$ cat src/rtl/core/rle_pkg.sv
// ----------------------------------------------------------------------------
// Run/literal encoder package
// Shared sizes, header constants, item types and the command and status
// structs that join the controller to the datapath.
// ----------------------------------------------------------------------------
package rle_pkg;

    localparam int MAX_PACKET = 127;
    localparam int LANE_BYTES = 8;
    localparam int CNT_W      = $clog2(MAX_PACKET + 1);
    localparam int ADDR_W     = $clog2(MAX_PACKET);
    localparam int LANE_IDX_W = $clog2(LANE_BYTES);
    localparam int BC_W       = 4;
    localparam int WORD_W     = 64;

    localparam logic [7:0] RUN_FLAG = 8'h80;
    localparam logic [7:0] LIT_FLAG = 8'h00;
    localparam logic [7:0] LEN_MASK = 8'h7f;

    typedef struct packed {
        logic       is_final;
        logic [7:0] data_byte;
    } t_in_item;

    typedef struct packed {
        logic              stream_end;
        logic              last_for_item;
        logic [BC_W-1:0]   byte_count;
        logic [WORD_W-1:0] packed_bytes;
    } t_out_item;

    typedef enum logic [2:0] {
        RUN_HOLD,
        RUN_NEW,
        RUN_INC,
        RUN_DEC,
        RUN_START2,
        RUN_ZERO,
        RUN_CLEAR
    } t_run_op;

    typedef enum logic [2:0] {
        LIT_HOLD,
        LIT_ADD_BYTE,
        LIT_ADD_RUN,
        LIT_DEC,
        LIT_CLEAR
    } t_lit_op;

    typedef enum logic [1:0] {
        RD_HOLD,
        RD_LAST,
        RD_FIRST,
        RD_NEXT
    } t_rd_op;

    typedef enum logic [2:0] {
        PUT_NONE,
        PUT_LIT_HDR,
        PUT_RUN_HDR,
        PUT_RUN_VAL,
        PUT_MEM
    } t_put_sel;

    typedef struct packed {
        logic     load;
        t_run_op  run_op;
        t_lit_op  lit_op;
        t_rd_op   rd_op;
        t_put_sel put;
        logic     flush;
    } t_cmd;

    typedef struct packed {
        logic item_fin;
        logic lit_zero;
        logic run_zero;
        logic run_one;
        logic run_gt2;
        logic rv_eq_b;
        logic last_eq_b;
        logic run_inc_full;
        logic lit_inc_full;
        logic left_one;
        logic put_ready;
        logic slot_free;
        logic acc_empty;
    } t_status;

endpackage

$ cat src/rtl/core/rle_run_literal_encoder.sv
// ----------------------------------------------------------------------------
// Run/literal byte encoder
// Encodes a raw byte stream into run packets and literal packets with 7-bit
// lengths and delivers the compressed bytes eight to a word.
//
//   Channel   Direction  Handshake                   Payload
//   in        input      i_in_valid / o_in_ready     i_in_data  (t_in_item)
//   out       output     o_out_valid / i_out_ready   o_out_data (t_out_item)
//
// An item that emits no byte and does not end the stream may first move a short
// run of one or two bytes into the literal store. Packet bytes leave the literal
// store through its single read port one a cycle while the packer can take them;
// a full literal flush is 128 bytes. An item that ends the stream may make a
// second flush decision, after a short run first moves into the literal store.
// Reset is synchronous and clears the counters, the run value, the packer and
// the output valid; the literal store is not cleared, and no value read from it
// is used before it is written.
// A held output word stalls the sequencer only when the packer needs to
// hand over another word.
// ----------------------------------------------------------------------------
module rle_run_literal_encoder (
    input  logic               i_clk,
    input  logic               i_rst_n,
    input  logic               i_in_valid,
    output logic               o_in_ready,
    input  rle_pkg::t_in_item  i_in_data,
    output logic               o_out_valid,
    input  logic               i_out_ready,
    output rle_pkg::t_out_item o_out_data
);
    import rle_pkg::*;

    t_cmd    cmd;
    t_status status;

    rle_ctrl u_ctrl (
        .i_clk      (i_clk),
        .i_rst_n    (i_rst_n),
        .i_in_valid (i_in_valid),
        .o_in_ready (o_in_ready),
        .i_status   (status),
        .o_cmd      (cmd)
    );

    rle_dp u_dp (
        .i_clk       (i_clk),
        .i_rst_n     (i_rst_n),
        .i_in_data   (i_in_data),
        .i_cmd       (cmd),
        .o_status    (status),
        .o_out_valid (o_out_valid),
        .i_out_ready (i_out_ready),
        .o_out_data  (o_out_data)
    );

endmodule

$ cat src/rtl/core/rle_dp.sv
// ----------------------------------------------------------------------------
// Run/literal encoder datapath
// Holds the literal store, the literal and run state, the current item, the
// output byte packer and the output register.
// ----------------------------------------------------------------------------
module rle_dp (
    input  logic               i_clk,
    input  logic               i_rst_n,
    input  rle_pkg::t_in_item  i_in_data,
    input  rle_pkg::t_cmd      i_cmd,
    output rle_pkg::t_status   o_status,
    output logic               o_out_valid,
    input  logic               i_out_ready,
    output rle_pkg::t_out_item o_out_data
);
    import rle_pkg::*;

    logic [7:0]        r_mem [MAX_PACKET];
    logic [7:0]        r_rd_data;
    logic [ADDR_W-1:0] r_rd_idx;
    logic [CNT_W-1:0]  r_left;
    logic [7:0]        r_byte;
    logic              r_fin;
    logic [CNT_W-1:0]  r_lit_cnt;
    logic [CNT_W-1:0]  r_run_cnt;
    logic [7:0]        r_run_val;
    logic [WORD_W-1:0] r_acc;
    logic [BC_W-1:0]   r_acc_cnt;
    logic              r_out_valid;
    t_out_item         r_out;

    logic [CNT_W-1:0]  n_lit_cnt;
    logic [CNT_W-1:0]  n_run_cnt;
    logic [7:0]        n_run_val;
    logic [ADDR_W-1:0] last_addr;
    logic [ADDR_W-1:0] rd_addr;
    logic              wr_en;
    logic [7:0]        wr_data;
    logic [7:0]        put_byte;
    logic              acc_full;
    logic              slot_free;
    logic              push;
    t_out_item         push_word;

    assign slot_free = !r_out_valid || i_out_ready;
    assign acc_full  = (r_acc_cnt == BC_W'(LANE_BYTES));
    assign last_addr = (r_lit_cnt == '0) ? '0 : ADDR_W'(r_lit_cnt - 1'b1);

    always_comb begin
        case (i_cmd.rd_op)
            RD_FIRST: rd_addr = '0;
            RD_NEXT:  rd_addr = r_rd_idx;
            default:  rd_addr = last_addr;
        endcase
    end

    assign wr_en   = (i_cmd.lit_op inside {LIT_ADD_BYTE, LIT_ADD_RUN});
    assign wr_data = (i_cmd.lit_op == LIT_ADD_RUN) ? r_run_val : r_byte;

    always_ff @(posedge i_clk) begin
        if (wr_en) begin
            r_mem[ADDR_W'(r_lit_cnt)] <= wr_data;
        end
        if (i_cmd.rd_op != RD_HOLD) begin
            r_rd_data <= r_mem[rd_addr];
        end
    end

    always_ff @(posedge i_clk) begin
        case (i_cmd.rd_op)
            RD_FIRST: begin
                r_rd_idx <= ADDR_W'(1);
                r_left   <= r_lit_cnt;
            end
            RD_NEXT: begin
                r_rd_idx <= r_rd_idx + 1'b1;
                r_left   <= r_left - 1'b1;
            end
            default: begin
                r_rd_idx <= r_rd_idx;
                r_left   <= r_left;
            end
        endcase
        if (i_cmd.load) begin
            r_byte <= i_in_data.data_byte;
            r_fin  <= i_in_data.is_final;
        end
    end

    always_comb begin
        case (i_cmd.lit_op)
            LIT_ADD_BYTE, LIT_ADD_RUN: n_lit_cnt = r_lit_cnt + 1'b1;
            LIT_DEC:                   n_lit_cnt = r_lit_cnt - 1'b1;
            LIT_CLEAR:                 n_lit_cnt = '0;
            default:                   n_lit_cnt = r_lit_cnt;
        endcase
    end

    always_comb begin
        n_run_cnt = r_run_cnt;
        n_run_val = r_run_val;
        case (i_cmd.run_op)
            RUN_NEW: begin
                n_run_cnt = CNT_W'(1);
                n_run_val = r_byte;
            end
            RUN_INC:    n_run_cnt = r_run_cnt + 1'b1;
            RUN_DEC:    n_run_cnt = r_run_cnt - 1'b1;
            RUN_START2: begin
                n_run_cnt = CNT_W'(2);
                n_run_val = r_byte;
            end
            RUN_ZERO:   n_run_cnt = '0;
            RUN_CLEAR: begin
                n_run_cnt = '0;
                n_run_val = '0;
            end
            default: begin
                n_run_cnt = r_run_cnt;
                n_run_val = r_run_val;
            end
        endcase
    end

    always_comb begin
        case (i_cmd.put)
            PUT_LIT_HDR: put_byte = LIT_FLAG | (8'(r_lit_cnt) & LEN_MASK);
            PUT_RUN_HDR: put_byte = RUN_FLAG | (8'(r_run_cnt) & LEN_MASK);
            PUT_RUN_VAL: put_byte = r_run_val;
            PUT_MEM:     put_byte = r_rd_data;
            default:     put_byte = '0;
        endcase
    end

    always_comb begin
        push      = 1'b0;
        push_word = '{stream_end: 1'b0, last_for_item: 1'b0,
                      byte_count: BC_W'(LANE_BYTES), packed_bytes: r_acc};
        if (i_cmd.flush) begin
            push      = 1'b1;
            push_word = '{stream_end: r_fin, last_for_item: 1'b1,
                          byte_count: r_acc_cnt, packed_bytes: r_acc};
        end else if (i_cmd.put != PUT_NONE && acc_full) begin
            push = 1'b1;
        end
    end

    always_ff @(posedge i_clk) begin
        if (!i_rst_n) begin
            r_lit_cnt   <= '0;
            r_run_cnt   <= '0;
            r_run_val   <= '0;
            r_acc       <= '0;
            r_acc_cnt   <= '0;
            r_out_valid <= 1'b0;
        end else begin
            r_lit_cnt <= n_lit_cnt;
            r_run_cnt <= n_run_cnt;
            r_run_val <= n_run_val;
            if (push) begin
                r_out_valid <= 1'b1;
            end else if (i_out_ready) begin
                r_out_valid <= 1'b0;
            end
            if (i_cmd.flush) begin
                r_acc     <= '0;
                r_acc_cnt <= '0;
            end else if (i_cmd.put != PUT_NONE) begin
                if (acc_full) begin
                    r_acc     <= WORD_W'(put_byte);
                    r_acc_cnt <= BC_W'(1);
                end else begin
                    r_acc[8*r_acc_cnt[LANE_IDX_W-1:0] +: 8] <= put_byte;
                    r_acc_cnt <= r_acc_cnt + 1'b1;
                end
            end
        end
    end

    always_ff @(posedge i_clk) begin
        if (push) begin
            r_out <= push_word;
        end
    end

    assign o_out_valid = r_out_valid;
    assign o_out_data  = r_out;

    always_comb begin
        o_status.item_fin     = r_fin;
        o_status.lit_zero     = (r_lit_cnt == '0);
        o_status.run_zero     = (r_run_cnt == '0);
        o_status.run_one      = (r_run_cnt == CNT_W'(1));
        o_status.run_gt2      = (r_run_cnt > CNT_W'(2));
        o_status.rv_eq_b      = (r_run_val == r_byte);
        o_status.last_eq_b    = (r_rd_data == r_byte);
        o_status.run_inc_full = ((CNT_W+1)'(r_run_cnt) + 1'b1) >= (CNT_W+1)'(MAX_PACKET);
        o_status.lit_inc_full = ((CNT_W+1)'(r_lit_cnt) + 1'b1) >= (CNT_W+1)'(MAX_PACKET);
        o_status.left_one     = (r_left == CNT_W'(1));
        o_status.put_ready    = !acc_full || slot_free;
        o_status.slot_free    = slot_free;
        o_status.acc_empty    = (r_acc_cnt == '0);
    end

    // A word is never pushed over one that is still waiting.
    a_no_overwrite: assert property (@(posedge i_clk) disable iff (!i_rst_n)
        push |-> slot_free)
        else $error("output word pushed while the output register is held");

    a_acc_bound: assert property (@(posedge i_clk) disable iff (!i_rst_n)
        r_acc_cnt <= BC_W'(LANE_BYTES))
        else $error("packer holds more bytes than a word");

    a_lit_bound: assert property (@(posedge i_clk) disable iff (!i_rst_n)
        wr_en |-> (r_lit_cnt < CNT_W'(MAX_PACKET)))
        else $error("literal written beyond the store");

    a_partial_last: assert property (@(posedge i_clk) disable iff (!i_rst_n)
        (r_out_valid && !r_out.last_for_item) |-> (r_out.byte_count == BC_W'(LANE_BYTES)))
        else $error("partial word that does not end its item");

endmodule

$ cat src/rtl/core/rle_ctrl.sv
// ----------------------------------------------------------------------------
// Run/literal encoder controller
// Sequences each item: decision, literal additions, packet emission, the
// end-of-stream flush and the final partial word.
// ----------------------------------------------------------------------------
module rle_ctrl (
    input  logic             i_clk,
    input  logic             i_rst_n,
    input  logic             i_in_valid,
    output logic             o_in_ready,
    input  rle_pkg::t_status i_status,
    output rle_pkg::t_cmd    o_cmd
);
    import rle_pkg::*;

    typedef enum logic [3:0] {
        S_IDLE,
        S_DECIDE,
        S_ADD_RUN,
        S_ADD_BYTE,
        S_LIT_HDR,
        S_LIT_DATA,
        S_RUN_HDR,
        S_RUN_VAL,
        S_FINAL,
        S_FLUSH
    } t_state;

    t_state  r_state;
    t_state  n_state;
    logic    r_then_run;
    logic    n_then_run;
    t_run_op r_run_after;
    t_run_op n_run_after;
    t_cmd    cmd;

    always_comb begin
        n_state     = r_state;
        n_then_run  = r_then_run;
        n_run_after = r_run_after;
        cmd         = '{load: 1'b0, run_op: RUN_HOLD, lit_op: LIT_HOLD,
                        rd_op: RD_HOLD, put: PUT_NONE, flush: 1'b0};
        case (r_state)
            S_IDLE: begin
                cmd.rd_op = RD_LAST;
                if (i_in_valid) begin
                    cmd.load = 1'b1;
                    n_state  = S_DECIDE;
                end
            end
            S_DECIDE: begin
                n_state = i_status.item_fin ? S_FINAL : S_IDLE;
                if (i_status.lit_zero) begin
                    if (i_status.run_zero) begin
                        cmd.run_op = RUN_NEW;
                    end else if (i_status.rv_eq_b) begin
                        cmd.run_op = RUN_INC;
                        if (i_status.run_inc_full) begin
                            n_state     = S_RUN_HDR;
                            n_run_after = RUN_ZERO;
                        end
                    end else if (i_status.run_gt2) begin
                        n_state     = S_RUN_HDR;
                        n_run_after = RUN_NEW;
                    end else begin
                        n_state = S_ADD_RUN;
                    end
                end else if (!i_status.run_zero) begin
                    if (i_status.rv_eq_b) begin
                        cmd.run_op = RUN_INC;
                        if (i_status.run_inc_full) begin
                            n_state     = S_LIT_HDR;
                            n_then_run  = 1'b1;
                            n_run_after = RUN_ZERO;
                        end
                    end else begin
                        n_state     = S_LIT_HDR;
                        n_then_run  = 1'b1;
                        n_run_after = RUN_NEW;
                    end
                end else if (i_status.last_eq_b) begin
                    cmd.run_op = RUN_START2;
                    cmd.lit_op = LIT_DEC;
                end else begin
                    cmd.lit_op = LIT_ADD_BYTE;
                    if (i_status.lit_inc_full) begin
                        n_state    = S_LIT_HDR;
                        n_then_run = 1'b0;
                    end
                end
            end
            S_ADD_RUN: begin
                cmd.lit_op = LIT_ADD_RUN;
                cmd.run_op = RUN_DEC;
                if (i_status.run_one) begin
                    n_state = S_ADD_BYTE;
                end
            end
            S_ADD_BYTE: begin
                cmd.lit_op = LIT_ADD_BYTE;
                if (i_status.lit_inc_full) begin
                    n_state    = S_LIT_HDR;
                    n_then_run = 1'b0;
                end else begin
                    n_state = S_FINAL;
                end
            end
            S_LIT_HDR: begin
                if (i_status.put_ready) begin
                    cmd.put   = PUT_LIT_HDR;
                    cmd.rd_op = RD_FIRST;
                    n_state   = S_LIT_DATA;
                end
            end
            S_LIT_DATA: begin
                if (i_status.put_ready) begin
                    cmd.put = PUT_MEM;
                    if (i_status.left_one) begin
                        cmd.lit_op = LIT_CLEAR;
                        n_state    = r_then_run ? S_RUN_HDR : S_FINAL;
                    end else begin
                        cmd.rd_op = RD_NEXT;
                    end
                end
            end
            S_RUN_HDR: begin
                if (i_status.put_ready) begin
                    cmd.put = PUT_RUN_HDR;
                    n_state = S_RUN_VAL;
                end
            end
            S_RUN_VAL: begin
                if (i_status.put_ready) begin
                    cmd.put    = PUT_RUN_VAL;
                    cmd.run_op = r_run_after;
                    n_state    = S_FINAL;
                end
            end
            S_FINAL: begin
                n_state = S_FLUSH;
                if (i_status.item_fin) begin
                    if (!i_status.lit_zero) begin
                        n_state     = S_LIT_HDR;
                        n_then_run  = !i_status.run_zero;
                        n_run_after = RUN_ZERO;
                    end else if (!i_status.run_zero) begin
                        n_state     = S_RUN_HDR;
                        n_run_after = RUN_ZERO;
                    end else begin
                        cmd.run_op = RUN_CLEAR;
                    end
                end
            end
            S_FLUSH: begin
                if (i_status.acc_empty) begin
                    n_state = S_IDLE;
                end else if (i_status.slot_free) begin
                    cmd.flush = 1'b1;
                    n_state   = S_IDLE;
                end
            end
            default: begin
                n_state = S_IDLE;
            end
        endcase
    end

    always_ff @(posedge i_clk) begin
        if (!i_rst_n) begin
            r_state     <= S_IDLE;
            r_then_run  <= 1'b0;
            r_run_after <= RUN_ZERO;
        end else begin
            r_state     <= n_state;
            r_then_run  <= n_then_run;
            r_run_after <= n_run_after;
        end
    end

    assign o_in_ready = (r_state == S_IDLE);
    assign o_cmd      = cmd;

    a_accept_decide: assert property (@(posedge i_clk) disable iff (!i_rst_n)
        (i_in_valid && o_in_ready) |=> (r_state == S_DECIDE))
        else $error("accepted item not followed by its decision");

    a_put_ready: assert property (@(posedge i_clk) disable iff (!i_rst_n)
        (cmd.put != PUT_NONE) |-> i_status.put_ready)
        else $error("byte issued while the packer cannot take it");

    a_flush_free: assert property (@(posedge i_clk) disable iff (!i_rst_n)
        cmd.flush |-> (i_status.slot_free && !i_status.acc_empty))
        else $error("word flush without room or without bytes");

endmodule
$ cat config.mk
export PLATFORM = sky130hd
export DESIGN_NAME = rle_run_literal_encoder
export DESIGN_NICKNAME = d
export VERILOG_FILES = /design/src/rtl/core/rle_pkg.sv /design/src/rtl/core/rle_run_literal_encoder.sv /design/src/rtl/core/rle_dp.sv /design/src/rtl/core/rle_ctrl.sv
export SDC_FILE = /design/constraint.sdc
export NUM_CORES = 2
export LEC_CHECK = 0
export ABC_AREA = 1
export BUFFER_PORTS_ARGS = -buffer_cell sky130_fd_sc_hd__clkbuf_2
export CAP_MARGIN = 20
export CORE_UTILIZATION = 60
export DETAILED_ROUTE_END_ITERATION = 10
export PLACE_DENSITY = 0.77
export SETUP_SLACK_MARGIN = 0.15
export SLEW_MARGIN = 20
export SYNTH_ARGS = -nofsm -noshare
export SYNTH_HDL_FRONTEND = slang
export SYNTH_HIERARCHICAL = 1
export SYNTH_SLANG_ARGS = --single-unit
$ cat constraint.sdc
create_clock -name i_clk -period 27.8 [get_ports i_clk]
set_input_delay 5.56 -clock i_clk [delete_from_list [all_inputs] [get_ports i_clk]]
set_output_delay 5.56 -clock i_clk [all_outputs]
set_load 0.03 [all_outputs]
; Word-level counts from Yosys, hierarchy flattened
; Memories as Yosys holds them, arrays and structs flattened. A register that Yosys moved wholly into a read port is not among the register bits.
; Cells that the tools add are included.
[op_classes]
n_bitwise = 1
n_lt_le_gt_ge = 3
n_mux = 92
n_addsub = 10
mul = 0
div = 0
shifts = 2
n_eq_ne = 46
n_reduce_logical = 27
[ops]
columns = operator, n
row1 = 4-bit 2-to-1 mux, 25
row2 = 69-bit 2-to-1 mux, 1
row3 = 3-bit 2-to-1 mux, 22
row4 = 64-bit bitwise mux, 1
row5 = 64-bit 2-to-1 mux, 1
row6 = "8-bit by 34-bit variable shift with 64-bit output, first input constant", 1
row7 = 8-bit by 34-bit variable part select with 64-bit output, 1
row8 = 7-bit case mux with 2 select lines, 3
row9 = 4-bit case mux with 10 select lines, 1
row10 = 3-bit case mux with 4 select lines, 3
row11 = 7-bit case mux with 5 select lines, 1
row12 = 6-bit negator with 34-bit output, 1
row13 = 8-bit case mux with 4 select lines, 1
row14 = "7-bit by 1-bit adder with 7-bit output, second input constant", 3
row15 = 7-bit case mux with 3 select lines, 1
row16 = "7-bit by 1-bit subtractor with 7-bit output, second input constant", 3
row17 = "2-bit inequality test, second input constant", 10
row18 = 1-bit 2-to-1 mux, 19
row19 = "3-bit by 2-bit == test with 1-bit output, second input constant", 6
row20 = "7-bit by 1-bit adder with 8-bit output, second input constant", 2
row21 = "4-bit by 3-bit == test with 1-bit output, second input constant", 4
row22 = 8-bit == test, 2
row23 = "8-bit by 7-bit >= comparator with 1-bit output, second input constant", 2
row24 = 8-bit 2-to-1 mux, 2
row25 = 34 further kinds, 65
[totals]
mem_bits_ro = 0
input_bits = 13
n_memories = 1
register_bits = 192
ram_bits = 1016
latchBits = 0
[memory_table]
columns = memory, depth, width, read_ports, rd_ports_with_merged_regs, write_ports, line
row1 = u_dp.r_mem, 127, 8, 1, 1, 1, rle_dp.sv:18  ; logic [7:0] r_mem [MAX_PACKET];

; Longest topological paths before layout
[depth]
word_depth = 10
mapped_depth = 25
mapped_depth_nobuf = 23

; By module
; The synthesis kept the hierarchy.
[modules_own_cells]
columns = mod, instances, cells_each, seq_area_each_um2, area_each_um2
row1 = rle_dp, 1, 4991, 35363.9, 53353.7
row2 = rle_ctrl, 1, 145, 120.1, 802.0

; Least setup slack after synthesis
; OpenSTA, ideal clock, no wires.
[synth_timing]
path_type = input to register
from = input port i_out_ready
to = memory u_dp.r_mem[0][0], data pin
path_stages = 10
t_required_ns = 26.611
path_buffers = 2
t_arrival_ns = 11.803
setup_slack_ns = 14.808
cell_sequence = inv_1 nand2_1 inv_1 nand2_1 inv_1 nor3_1 or3b_2 clkbuf_1 clkbuf_1 o21ai_0
[synth_rtl]
columns = item, line
row1 = from (decl), rle_run_literal_encoder.sv:28  ; input logic i_out_ready,
row2 = to (decl), rle_dp.sv:18

==> metrics.md <==
| Metric | Value |
|---|---|
| Die width | 302 um |
| Post-CTS setup buffers | 0 |
| Final net count | 5122 |
| Largest family of logic cells by synthesized area | simple AND/OR/NAND/NOR gates |
| Final setup TNS | 0 ns |
| R2R setup slack | 20.61 ns |
| First-pass GRT wire length | 216 mm |
| Startpoint Class | primary input |
| Hold_sp | u_dp/r_acc[5]$_SDFFE_PP0P_ |
| Hold endpoint | u_dp/o_out_data[5]$_DFFE_PP_ |
| Ys Warns | 6 |
| Setup WS post-layout | 17.32 ns |
| Post-Synth Simple-Gate Area | 0.239 |
| Outcome | finished clean |
| Ys flop type | edfxtp_1 |
| Reg clk slew, reported paths | 0.06 ns |
| Mapped Cells | 5136 |
| Max_cap viols | 0 |
| Fmax | 95.4 MHz |
| Die height | 302 um |
| Most frequent cell after synthesis | edfxtp_1 |
| Min Tclk post-route | 10.49 ns |
| Post-DP HPWL | 81.5 mm |
| Setup Viol. Count Final | 0 |
| Final ANT Viol Nets | 0 |
| Non-filler cells, final | 6351 |
| Yosys top cell by area | edfxtp_1 |
| Adder-cell share of the synthesized area | 0.00323 |
| Crit Path Class | in2reg |
| Post-synth EDFFs | 1117 |
| Final hold slack | 0.432 ns |
| Async S/R FF share, synth | 0 |
| Largest net degree at the start of global routing | 210 |
| CP max stage delay | 0.85 ns |
| R2R Path End | u_dp/r_rd_data[4]$_DFFE_PP_ |
| Core Area | 88900 um^2 |
| DRT iter0 DRCs | 5416 |
| Largest cells by area after synthesis | edfxtp_1 62%, nand3_1 9.3%, nand2_1 6.7% |
| Root Buffer | clkbuf_16 |
| Initial antenna violation count | 0 |
| ANT cells | 0 |
| Placed insts | 6140 |
| Clk sinks | 1214 |
| Critical Path RT | 28.27 ns |
| Starting Density | 0.609 |
| Unrepaired setup endpoints after global routing | false |
| Pins Over Slew Limit | 0 |
| Worst-Margin Slew | 1.20 ns |
| Synth unique cells | 55 |
| Vias in the first global route | 36600 |
| Crit path cell chain | clkbuf_2 > inv_1 > nand2_1 > inv_1 > nand2_1 > inv_1 > o21ai_1 > buf_4 > nand2_2 > inv_4 > nand2_8 > nand2_8 > clkinv_2 > buf_4 > nand2_1 > nand2_1 > nand2_1 > nand3_1 > nand3_1 > nand3_1 > nand3_1 > nand2_1 > nand2_1 > nand2_1 |
| Relative slew margins | 0.200 |
| Seq cells post-synth | 1214 |
| Compound-Gate Fraction of Synth Area | 0.0219 |
| Worst path bufs/invs | 8 |
| Cell count of the worst reg-to-reg path | 23 |
| Slowest CP cell | nand2_8 |
| Critical path capture point type | register |
| Longest Clk Path Bufs | 3 |
| Final Hold Viols | 0 |
| Xor/xnor share of the synthesized area | 0.00534 |
| Top cell type's share of synthesized area | 0.619 |
| DRC viols | 0 |
| Fillcell total | 6601 |
| WP data arrival | 10.96 ns |
| Overflow after GRT | 0 |
| Pre-antenna DRT Iters | 9 |
| Rows | 109 |
| Mapped cell area | 54200 um^2 |
| Full die area | 91500 um^2 |
| Total CTS buffers | 118 |
| Top-Level Pins | 85 |
| Post-synthesis mux area share | 0 |
| Post-Route WL | 143 mm |
| Clk_lat worst skew | 0.72 ns |
| Total GRT Usage | 0.311 |
| R2R Path Start | u_dp/r_acc_cnt[0]$_SDFFE_PP0P_ |
| Pre-CTS worst setup slack | 16.81 ns |
| Final period util | 0.377 |
| Share of layout cells above drive strength 1 | 0.0721 |
| Skew final | 0.0223 ns |
| Register area share after synthesis | 0.655 |
| Hold-fix buffers, CTS | 0 |
| Buffers on Ports | 84 |
| CP Max Fanout | 131 |
| Area growth, synth to finish | 8.86% |
| Via/cell ratio | 6.07 |
| Avg Cell Area, Syn | 10.5 um^2 |
| GP Congestion | 0.927 |
| DR WL/cell | 22.5 um |
| Syn nets | 5163 |
| Top cell by count, worst path | nand2_1 |
| Post-CTS sizing | 0 |
| Top cells by count, synth | 1117 x edfxtp_1, 1002 x nand3_1, 972 x nand2_1, 683 x inv_1, 360 x nand3b_1 |
| CTS H-tree depth | 3 |
| Top Family by Delay on Critical Path | simple AND/OR/NAND/NOR gates |
| Min-Delay Path Depth | 0 |
| CTS tree | done |
| Worst hold path type | reg2reg |
| Vias | 38600 |
stage by stage:
step | utilization | instance area [um^2]
floorplan | - | 54200
global placement | 0.621 | 55200
detailed placement | 0.621 | 55200
CTS | 0.663 | 58900
global route | 0.663 | 59000
finish | 0.663 | 59000
flip-flops by register name, summed over array words and instances (netlist names):
name	count
u_dp/r_byte	8
u_dp/r_mem	1016
u_dp/r_acc_cnt	4
u_dp/r_left	7
u_dp/o_out_valid	1
u_ctrl/r_state	4
u_dp/r_rd_idx	7
u_dp/r_run_val	8
u_dp/r_acc	64
u_dp/o_out_data	70
u_ctrl/r_then_run	1
u_dp/r_lit_cnt	7
u_dp/r_fin	1
u_ctrl/r_run_after	1
u_dp/r_run_cnt	7
u_dp/r_rd_data	8
worst register-to-register path, cell delays in order, from the launching register on:
cell and delay (ns):
dfxtp_1 0.54, inv_1 0.46, ha_1 0.26, inv_1 0.09
nor3_4 0.45, nand2_1 0.26, inv_1 0.21, o21ai_1 0.10
buf_4 0.21, nor2_1 0.31, nand2_8 0.47, nand2_8 0.97
clkinv_2 0.88, buf_4 0.64, nand2_1 0.20, nand2_1 0.08
nand2_1 0.06, nand3_1 0.09, nand3_1 0.14, nand3_1 0.10
nand3_1 0.15, nand2_1 0.15, nand2_1 0.09, nand2_1 0.06
layout make-up:
class                           count  area [um^2]  area share
Sequential cell                  1214        35500       0.602
Multi-Input combinational cell   2927        14800       0.251
Tap cell                         1165         1460      0.0247
Inverter                          695         2620      0.0444
Clock inverter                     53          442     0.00749
Clock buffer                      158         3270      0.0555
Timing Repair Buffer              139          871      0.0148
cell families (layout without fill, tap and decap cells):
kind of cell    after synthesis  count (layout)
fa+ha+maj                    14              14
buf+inv                     995            1045
simple gates               2681            2681
compound gates              199             199
xor+xnor                     33              33
flops                      1214            1214
placed cells by master (no fill, tap or decap), types with 8 or more instances in the layout:
master / n
nor2_1: 258
ha_1: 14
o21ai_0: 35
a31oi_1: 10
nand4_1: 13
buf_4: 52
clkbuf_2: 84
nand2_2: 9
dfxtp_1: 97
nand3b_1: 360
xor2_1: 20
nor3_1: 23
inv_1: 682
edfxtp_1: 1117
clkbuf_16: 122
nor4_1: 9
nand2_1: 971
clkinv_1: 23
xnor2_1: 13
clkbuf_1: 27
nor3_2: 8
clkbuf_8: 8
o22ai_1: 9
nand3_1: 1002
o21ai_4: 8
a211oi_1: 15
clkinv_2: 18
a21oi_1: 78
o211ai_1: 14
inv_2: 8
how the worst max path moves through the flow:
stage                           start                          end  slack (ns)  depth (start not counted)
final                     i_out_ready  u_dp/r_rd_data[4]$_DFFE_PP_       17.32                         24
after global routing      i_out_ready  u_dp/r_rd_data[4]$_DFFE_PP_       17.04                         24
after CTS                 i_out_ready  u_dp/r_rd_data[4]$_DFFE_PP_       17.51                         24
after detailed placement  i_out_ready  u_dp/r_rd_data[4]$_DFFE_PP_       16.81                         24
after global placement    i_out_ready  u_dp/r_rd_data[4]$_DFFE_PP_       16.88                         24
after floorplan           i_out_ready   u_dp/r_mem[0][0]$_DFFE_PP_       14.81                         10
routing by layer:
metal  track usage  up-vias  share of wire  routed length (um)
met3        0.0715      392           0.12               16500
li1              -    17400              -                   -
met4         0.122        0          0.039                5560
met5             0        -              0                   0
met1         0.423    18500           0.38               54200
met2         0.492     2313           0.47               66900
Power is left out: the tool's default activity adds up to more than one toggle a clock period on the data nets, which glitch-free logic cannot reach.
